$ cat src/design/mexp_pkg.sv
// mexp_pkg: shared constants and types of the modular exponentiation block
// no dependencies; imported by mexp_mulmod and modular_exponentiation
package mexp_pkg;

   // widths of the external fields
   localparam int FIELD_W       = 32;
   localparam int DEFAULT_WIDTH = 32;

   // configuration register indexes
   localparam int CSR_INDEX_W = 1;
   localparam logic [CSR_INDEX_W-1:0] CSR_MODULUS  = 1'b0;
   localparam logic [CSR_INDEX_W-1:0] CSR_EXPONENT = 1'b1;

   // reset values of the configuration registers
   localparam logic [FIELD_W-1:0] MODULUS_RESET  = 32'd1;
   localparam logic [FIELD_W-1:0] EXPONENT_RESET = 32'd0;

   // status of the shared modular multiplier
   typedef struct packed {
      logic busy;
      logic done;
   } mm_stat_type;

endpackage

$ cat src/design/modular_exponentiation.sv
// modular_exponentiation: top level, sequencer and configuration registers
// depends on mexp_pkg and mexp_mulmod
//
// Usage: each request on the req_ channel carries one base. The block returns
// base ^ exponent mod modulus on the rsp_ channel, one response per request.
// modulus and exponent are written through the csr_ port (index 0 modulus,
// index 1 exponent); the user must write them only while the block is idle,
// the block itself does not enforce this. A modulus of zero means 2^WIDTH.
// Work per request runs on one shared modular multiplier, with a decision step
// before each later product. A request needs one reduction product, then one
// square per exponent bit below the top set bit and one multiply per set bit:
// at most 2 * WIDTH products. The block handles one request at a time;
// req_ready is high only while idle.
// A finished result sits in an output register, so a new request may be taken
// while the previous response waits; if the receiver still stalls when the
// next result is ready, the sequencer holds it until the register frees up.
// Reset sets modulus to 1, exponent to 0 and empties the output register.
module modular_exponentiation import mexp_pkg::*; #(
   parameter int WIDTH = DEFAULT_WIDTH
) (
   input  logic                   clock,
   input  logic                   reset,
   input  logic                   req_valid,
   output logic                   req_ready,
   input  logic [FIELD_W-1:0]     req_base_value,
   output logic                   rsp_valid,
   input  logic                   rsp_ready,
   output logic [FIELD_W-1:0]     rsp_power_result,
   input  logic                   csr_write_enable,
   input  logic [CSR_INDEX_W-1:0] csr_index,
   input  logic [FIELD_W-1:0]     csr_write_data
);

   typedef enum logic [5:0] {
      S_IDLE   = 6'b000001,
      S_REDUCE = 6'b000010,
      S_NEXT   = 6'b000100,
      S_MUL    = 6'b001000,
      S_SQR    = 6'b010000,
      S_FINISH = 6'b100000
   } state_type;

   state_type        state_ff, state_in;
   logic [FIELD_W-1:0] modulus_ff, modulus_in;
   logic [FIELD_W-1:0] exponent_ff, exponent_in;
   logic [WIDTH:0]   m_ff, m_in;
   logic [WIDTH-1:0] e_ff, e_in;
   logic [WIDTH-1:0] base_ff, base_in;
   logic [WIDTH-1:0] res_ff, res_in;
   logic             phase_ff, phase_in;
   logic             rsp_valid_ff, rsp_valid_in;
   logic [FIELD_W-1:0] rsp_data_ff, rsp_data_in;
   logic [WIDTH-1:0] mod_w;
   logic             mm_start;
   logic [WIDTH-1:0] mm_a, mm_b;
   logic [WIDTH-1:0] mm_product;
   mm_stat_type      mm_stat;
   logic             req_accept;
   logic             out_free;

   // configuration registers
   always_comb begin
      modulus_in  = modulus_ff;
      exponent_in = exponent_ff;
      if (csr_write_enable) begin
         unique case (csr_index)
            CSR_MODULUS:  modulus_in  = csr_write_data;
            CSR_EXPONENT: exponent_in = csr_write_data;
            default:      ;
         endcase
      end
   end

   assign req_ready  = (state_ff == S_IDLE);
   assign req_accept = req_valid && req_ready;
   assign out_free   = !rsp_valid_ff || rsp_ready;
   assign mod_w      = WIDTH'(modulus_ff);

   // sequencer: reduce the base, then multiply and square per exponent bit
   always_comb begin
      state_in     = state_ff;
      m_in         = m_ff;
      e_in         = e_ff;
      base_in      = base_ff;
      res_in       = res_ff;
      phase_in     = phase_ff;
      rsp_valid_in = rsp_valid_ff && !rsp_ready;
      rsp_data_in  = rsp_data_ff;
      mm_start     = 1'b0;
      mm_a         = base_ff;
      mm_b         = base_ff;
      unique case (state_ff)
         S_IDLE: begin
            if (req_accept) begin
               m_in     = (mod_w == '0) ? {1'b1, {WIDTH{1'b0}}} : {1'b0, mod_w};
               e_in     = WIDTH'(exponent_ff);
               res_in   = WIDTH'(1);
               phase_in = 1'b0;
               // base mod m as 1 * base through the multiplier
               mm_start = 1'b1;
               mm_a     = WIDTH'(1);
               mm_b     = WIDTH'(req_base_value);
               state_in = S_REDUCE;
            end
         end
         S_REDUCE: begin
            if (mm_stat.done) begin
               base_in  = mm_product;
               state_in = S_NEXT;
            end
         end
         S_NEXT: begin
            priority if (e_ff == '0) begin
               state_in = S_FINISH;
            end else if (e_ff[0] && !phase_ff) begin
               mm_start = 1'b1;
               mm_a     = res_ff;
               mm_b     = base_ff;
               state_in = S_MUL;
            end else if (e_ff[WIDTH-1:1] == '0) begin
               // no bits left, skip the last square
               e_in     = '0;
               state_in = S_FINISH;
            end else begin
               mm_start = 1'b1;
               state_in = S_SQR;
            end
         end
         S_MUL: begin
            if (mm_stat.done) begin
               res_in   = mm_product;
               phase_in = 1'b1;
               state_in = S_NEXT;
            end
         end
         S_SQR: begin
            if (mm_stat.done) begin
               base_in  = mm_product;
               e_in     = {1'b0, e_ff[WIDTH-1:1]};
               phase_in = 1'b0;
               state_in = S_NEXT;
            end
         end
         S_FINISH: begin
            if (out_free) begin
               rsp_valid_in = 1'b1;
               rsp_data_in  = FIELD_W'(res_ff);
               state_in     = S_IDLE;
            end
         end
         default: state_in = S_IDLE;
      endcase
   end

   // control state
   always_ff @(posedge clock) begin
      if (reset) begin
         state_ff     <= S_IDLE;
         modulus_ff   <= MODULUS_RESET;
         exponent_ff  <= EXPONENT_RESET;
         rsp_valid_ff <= 1'b0;
      end else begin
         state_ff     <= state_in;
         modulus_ff   <= modulus_in;
         exponent_ff  <= exponent_in;
         rsp_valid_ff <= rsp_valid_in;
      end
   end

   // working values
   always_ff @(posedge clock) begin
      m_ff        <= m_in;
      e_ff        <= e_in;
      base_ff     <= base_in;
      res_ff      <= res_in;
      phase_ff    <= phase_in;
      rsp_data_ff <= rsp_data_in;
   end

   mexp_mulmod #(
      .WIDTH(WIDTH)
   ) u_mulmod (
      .clock   (clock),
      .reset   (reset),
      .start   (mm_start),
      .op_a    (mm_a),
      .op_b    (mm_b),
      .modulus (state_ff == S_IDLE ? m_in : m_ff),
      .stat    (mm_stat),
      .product (mm_product)
   );

   assign rsp_valid        = rsp_valid_ff;
   assign rsp_power_result = rsp_data_ff;

   // multiplier is never restarted while a product is in flight
   a_start_idle: assert property (@(posedge clock) disable iff (reset)
      mm_start |-> !mm_stat.busy)
      else $error("multiplier started while busy");

   // a finished product is only seen while the sequencer waits for one
   a_done_wait: assert property (@(posedge clock) disable iff (reset)
      mm_stat.done |-> (state_ff == S_REDUCE || state_ff == S_MUL ||
                        state_ff == S_SQR))
      else $error("product finished outside a wait state");

   // the running base stays reduced below the modulus
   a_base_reduced: assert property (@(posedge clock) disable iff (reset)
      (state_ff == S_NEXT) |-> ({1'b0, base_ff} < m_ff))
      else $error("base not reduced");

   // after a multiply the partial result is reduced too
   a_res_reduced: assert property (@(posedge clock) disable iff (reset)
      (state_ff == S_NEXT && phase_ff) |-> ({1'b0, res_ff} < m_ff))
      else $error("partial result not reduced");

endmodule

$ cat src/design/mexp_mulmod.sv
// mexp_mulmod: iterative modular multiplier, one multiplier bit per cycle
// depends on mexp_pkg
module mexp_mulmod import mexp_pkg::*; #(
   parameter int WIDTH = DEFAULT_WIDTH
) (
   input  logic             clock,
   input  logic             reset,
   input  logic             start,
   input  logic [WIDTH-1:0] op_a,
   input  logic [WIDTH-1:0] op_b,
   input  logic [WIDTH:0]   modulus,
   output mm_stat_type      stat,
   output logic [WIDTH-1:0] product
);

   localparam int CNT_W = $clog2(WIDTH);

   // (x + y) mod m for x, y below m; m of 2^WIDTH wraps
   function automatic logic [WIDTH-1:0] add_mod(input logic [WIDTH-1:0] x,
                                                 input logic [WIDTH-1:0] y,
                                                 input logic [WIDTH:0]   m);
      logic [WIDTH:0] gap;
      logic [WIDTH:0] sum;
      gap = m - {1'b0, y};
      if ({1'b0, x} >= gap) begin
         sum = {1'b0, x} - gap;
      end else begin
         sum = {1'b0, x} + {1'b0, y};
      end
      return sum[WIDTH-1:0];
   endfunction

   logic [WIDTH-1:0] acc_ff, acc_in;
   logic [WIDTH-1:0] a_ff, a_in;
   logic [WIDTH-1:0] b_ff, b_in;
   logic [WIDTH:0]   m_ff, m_in;
   logic [CNT_W-1:0] cnt_ff, cnt_in;
   logic             busy_ff, busy_in;
   logic             done_ff, done_in;
   logic [WIDTH-1:0] dbl;

   // one step: double, then add the multiplicand when the next bit is set
   always_comb begin
      dbl     = add_mod(acc_ff, acc_ff, m_ff);
      acc_in  = acc_ff;
      a_in    = a_ff;
      b_in    = b_ff;
      m_in    = m_ff;
      cnt_in  = cnt_ff;
      busy_in = busy_ff;
      done_in = 1'b0;
      if (start) begin
         acc_in  = '0;
         a_in    = op_a;
         b_in    = op_b;
         m_in    = modulus;
         cnt_in  = CNT_W'(WIDTH - 1);
         busy_in = 1'b1;
      end else if (busy_ff) begin
         acc_in = b_ff[WIDTH-1] ? add_mod(dbl, a_ff, m_ff) : dbl;
         b_in   = {b_ff[WIDTH-2:0], 1'b0};
         cnt_in = cnt_ff - 1'b1;
         if (cnt_ff == '0) begin
            busy_in = 1'b0;
            done_in = 1'b1;
         end
      end
   end

   // control state
   always_ff @(posedge clock) begin
      if (reset) begin
         busy_ff <= 1'b0;
         done_ff <= 1'b0;
      end else begin
         busy_ff <= busy_in;
         done_ff <= done_in;
      end
   end

   // operands and accumulator
   always_ff @(posedge clock) begin
      acc_ff <= acc_in;
      a_ff   <= a_in;
      b_ff   <= b_in;
      m_ff   <= m_in;
      cnt_ff <= cnt_in;
   end

   assign stat.busy = busy_ff;
   assign stat.done = done_ff;
   assign product   = acc_ff;

endmodule
$ cat config.mk
export PLATFORM = sky130hd
export DESIGN_NAME = modular_exponentiation
export DESIGN_NICKNAME = d
export VERILOG_FILES = /design/src/design/mexp_pkg.sv /design/src/design/modular_exponentiation.sv /design/src/design/mexp_mulmod.sv
export SDC_FILE = /design/constraint.sdc
export NUM_CORES = 1
export LEC_CHECK = 0
export ABC_CLOCK_PERIOD_IN_PS = 16000
export BUFFER_PORTS_ARGS = -buffer_cell sky130_fd_sc_hd__clkbuf_2
export CAP_MARGIN = 20
export CORE_MARGIN = 10
export CORE_UTILIZATION = 55
export CTS_CLUSTER_DIAMETER = 120
export CTS_CLUSTER_SIZE = 16
export DETAILED_ROUTE_END_ITERATION = 7
export PLACE_DENSITY = 0.69
export RECOVER_POWER = 50
export SETUP_SLACK_MARGIN = 0.4
export SYNTH_ARGS = -nofsm -noshare
export SYNTH_HDL_FRONTEND = slang
export SYNTH_HIERARCHICAL = 1
export SYNTH_SLANG_ARGS = --single-unit
$ cat constraint.sdc
create_clock -name clock -period 16 [get_ports clock]
set_input_delay 0.8 -clock clock [delete_from_list [all_inputs] [get_ports clock]]
set_output_delay 0.8 -clock clock [all_outputs]
set_load 0.005 [all_outputs]
Word-level counts from Yosys, hierarchy flattened
Cells that the tools add are included.

ROM bits: 0. Memories: 0. Input port bits: 70. Bits in latches: 0. Output and inout bits: 34. Logic and storage cells: 114. Bits in registers: 369. RAM bits: 0.

Bitwise gates (word level): 2. Reduce and logical (&&, ||, !) cells: 26. Eq/ne operators: 14. Multiplexer cells: 46. Div/mod/pow operators: 0. Add/subtract/negate cells: 7. Magnitude comparators: 2. Shift operators: 0. Multipliers: 0.

Operators with widths (count): 2-to-1 mux 32 bit (17); 2-to-1 mux 33 bit (4); one-hot mux 32 bit (2 select lines) (2); one-hot mux 32 bit (3 select lines) (1); greater-or-equal comparator 32 x 33 -> 1 bit (2); subtractor 33 x 32 -> 33 bit (2); adder 32 bit (2); zero test 32 bit (2); subtractor 32 bit (2); 2-to-1 mux 6 bit (6); zero test 31 bit (1); one-hot mux 6 bit (4 select lines) (1); 2-to-1 mux 1 bit (13); inequality test 2 x 1 -> 1 bit, second input constant (4); inequality test 2 bit, second input constant (4); AND reduction 2 bit (4); == test 6 x 1 -> 1 bit, second input constant (1); == test 6 x 2 -> 1 bit, second input constant (1); == test 6 x 3 -> 1 bit, second input constant (1); == test 6 x 4 -> 1 bit, second input constant (1); == test 6 x 5 -> 1 bit, second input constant (1); == test 6 bit, second input constant (1); AND reduction 3 bit (2); AND reduction 6 bit (1); other kinds (13) (21).

Depth between registers and ports, before layout
Depth after elaboration: 6. Mapped depth: 66. Mapped depth without buffers: 64.

Hierarchy
The synthesis kept the hierarchy.

By module, submodules not included: mexp_mulmod (sequential area each 3693.5 um^2, cells each 1607, times used 1, area each 13943.4 um^2); modular_exponentiation (sequential area each 5955.7 um^2, cells each 785, times used 1, area each 9303.9 um^2).

Worst setup path before layout
No wires, ideal clock.

Path kind: reg-to-reg. Start: register u_mulmod.acc_ff[4] (netlist: u_mulmod/product[4]). End: register u_mulmod.acc_ff[31] (netlist: u_mulmod/product[31]). Setup time: 0.147 ns. Slack: 4.719 ns. Buffers on the path: 2. Cell stages (with the launch flop): 59. Arrival time: 11.134 ns. Data required time: 15.853 ns. Clock period less this slack: 11.281 ns. Cells stage by stage: dfxtp_1 > inv_1 > ha_1 > a2111o_1 > a31o_2 > a31o_2 > nand3_1 > a211oi_2 > o21ai_0 > o21ai_0 > a31oi_1 > o21bai_1 > a21oi_1 > xor2_1 > ha_1 > a21o_1 > a21oi_1 > o2111ai_1 > [23 not listed] > a21oi_1 > nor3_2 > clkbuf_1 > mux2i_1 > ha_1 > nor2b_1 > o2111ai_1 > and3_2 > o31ai_4 > a221oi_2 > a21oi_2 > o21ai_2 > o211ai_2 > a2111oi_0 > o31ai_1 > mux2i_1 > xnor2_1 > o22ai_1.

Longest elaborated chain between the ends: 6. Elaborated cells between the ends (all ways): 10. Classes of those cells: add/sub: 5; order compare: 2; mux: 3.

RTL lines: start, declared (line mexp_mulmod.sv:33) `logic [WIDTH-1:0] acc_ff, acc_in;`; start signal, assigned (line mexp_mulmod.sv:83) `acc_ff <= acc_in;`; subtractor 33 x 32 -> 33 bit (line mexp_mulmod.sv:24) `gap = m - {1'b0, y};`; subtractor 32 bit / greater-or-equal comparator 32 x 33 -> 1 bit (equally long branches) (line mexp_mulmod.sv:26, mexp_mulmod.sv:25); 2-to-1 mux 32 bit (*) (line mexp_mulmod.sv:25) `if ({1'b0, x} >= gap) begin`; adder 32 bit, or another cell as far along (line mexp_mulmod.sv:28) `sum = {1'b0, x} + {1'b0, y};`; 2-to-1 mux 32 bit (line mexp_mulmod.sv:25); 2-to-1 mux 32 bit (*) (line mexp_mulmod.sv:60) `acc_in = b_ff[WIDTH-1] ? add_mod(dbl, a_ff, m_ff) : dbl;`.

Every way passes the cells marked *; elsewhere a longest branch is shown, timed or not. A chain may end at the register's enable or synchronous reset.

Final worst setup path
Ends and elaborated chain as after synthesis.

==> impl_metrics.tcl <==
set metrics [dict create \
    outcome "finished, violations left" \
    violations "capacitance limit, slew limit" \
    cp_slowest_cell "nor3_4" \
    clk_latency_ps 570 \
    ant_nets 0 \
    slew_viol_final 144 \
    n_antenna_cell 0 \
    die_w_um 225.6 \
    dp_hpwl_um 46900 \
    setup_tns_ps 0 \
    total_power_w 0.005627 \
    rsz0062_at_grt "false" \
    synth.yosys.warnings 6 \
    cts_tree "built" \
    start_util_pct 55.53 \
    path_class "flop to flop" \
    postSynthAreaPerCell_um2 9.720 \
    clk_pin_slew_ps 70 \
    critPathMaxFanout 42 \
    fin_nets 2720 \
    p_leak_nw 10.11 \
    period_needed_ps 14110 \
    wl_um 60820 \
    reg_top3 "m_ff (33), u_mulmod/m_ff (33)" \
    pre_cts_ws_ps 2077 \
    cts_buffers 28 \
    drive_above_1_share_pct 9.733 \
    hold_path.class "flop to flop" \
    row_count 75 \
    antenna_found_initial 0 \
    worst_pin_slew_ps 2444 \
    cts-htree-levels 1 \
    pwr_density_cell_mw_per_mm2 225.7 \
    grt_max_degree 75 \
    crit_top_cell "o21ai_0" \
    crit_path_end_kind "flop" \
    vdd_drop_max_mv 0.1475 \
    synth_cells 2391 \
    post_cts_buffers 0 \
    cap_violations 4 \
    core-area_mm2 0.04185 \
    grt_usage_pct 23.51 \
    gp_congestion 0.9786 \
    die_h_um 225.6 \
    drtPass1Iterations 6 \
    relSlewSlack_pct -63.38 \
    skew_ps 22.18 \
    grt_pass1_vias 17260 \
    whs_ps 450.5 \
    overflow 0 \
    synth.cell_area_mm2 0.02324 \
    drcViolationCount 0 \
    area_growth_pct 7.279 \
    via_per_inst 5.940 \
    critPathRequiredTime_ps 16410 \
    grt_pass1_wl_um 95060 \
    slowest_delay_ps 670 \
    syn-num-nets 2657 \
    postLayoutSetupSlackWorst_ps 1894 \
    hold_viol_final 0 \
    port-buffer-count 103 \
    drtIter0Drc 1420 \
    arrival_ps 14520 \
    wl_per_cell_um 20.17 \
    io_pins 104 \
    finalCritPeriodShare_pct 88.16 \
    dieArea_mm2 0.05088 \
    vias 17910 \
    cts_resized 0 \
    max_freq_mhz 70.89 \
    cts_hold_buf 0 \
    cts_buffer_depth 3 \
    critPathLaunchType "flop" \
    cts_sinks 369 \
    setup_viol 0 \
    root_buffer "clkbuf_16" \
]
routing by layer:
layer | GRT usage [%] | routed length, um | vias to the layer above
li1 | - | - | 8835
met3 | 2.889 | 3892 | 51
met2 | 35.99 | 26110 | 540
met5 | 0 | 0 | -
met4 | 4.379 | 1035 | 0
met1 | 35.06 | 29780 | 8482
stage by stage:
| stage | cell area, um2 | cells | utilization [%] |
|---|---|---|---|
| after floorplan | 23240 | 2391 | - |
| after global placement | 24200 | 2959 | 57.83 |
| after detailed placement | 24220 | 2960 | 57.87 |
| after CTS | 25060 | 3012 | 59.87 |
| after global routing | 24930 | 3015 | 59.57 |
| final | 24930 | 3015 | 59.57 |
area by class of cell:
class / count / area [um2]
Clock buffer: 49 / 800.8
Sequential cell: 369 / 9649
Multi-Input combinational cell: 1788 / 12600
Timing Repair Buffer: 122 / 626.9
Tap cell: 539 / 674.4
Fill cell: 3657 / 16920
Inverter: 145 / 544.3
Clock inverter: 3 / 36.28
cell usage in the layout, fill, tap and decap left out, types with 7 or more instances in the layout:
master     instances
nor2b_1           15
buf_4             12
nand2_1          232
mux2_2            70
nand3_1           71
nand4_1           31
edfxtp_1         226
o211ai_1          11
mux2i_1           17
inv_1            143
nor2_1           148
and2_0            13
mux2_1            17
and2_1            23
clkbuf_1          57
a22o_1            31
o21ai_1           36
o21ai_0           92
xor2_1            48
a31oi_1           18
and3_1            10
clkbuf_16         29
a21oi_1          216
mux2_4            14
nor4_1            30
a211oi_1          14
o21a_1            16
a21o_1            74
nor3_1            40
ha_1             192
o21bai_1          17
dfxtp_1          143
clkbuf_2          71
or3_1             13
a311oi_1          11
o22ai_1            7
nand2b_1          29
xnor2_1          119
critical path, delay by kind of cell (launching register included):
| kind | cells | cell delay, ps |
|---|---|---|
| buffers and inverters | 2 | 600 |
| AOI/OAI and AO/OA | 38 | 8050 |
| DFF | 1 | 570 |
| adders and majority gates | 6 | 1890 |
| xor gates and xnor gates | 3 | 600 |
| muxes | 1 | 190 |
| and+or+nand+nor | 8 | 2000 |
power breakdown:
group / switching (W) / total, W / internal [W]
Sequential: 0.000145 / 0.00127 / 0.00113
Combinational: 0.00216 / 0.00368 / 0.00152
Clock: 0.000332 / 0.000675 / 0.000343
Total: 0.00264 / 0.00563 / 0.00299
worst paths after layout:
kind	startpoint	to	slack [ps]	cells past startpoint
setup / recovery	u_mulmod/product[4]	u_mulmod/product[31]	1890	58
hold / removal	res_ff[1]	rsp_power_result[1]	450	0
setup reg to reg	u_mulmod/product[4]	u_mulmod/product[31]	1890	58
hold reg to reg	res_ff[1]	rsp_power_result[1]	450	0
(Power assumes the default switching activity.)
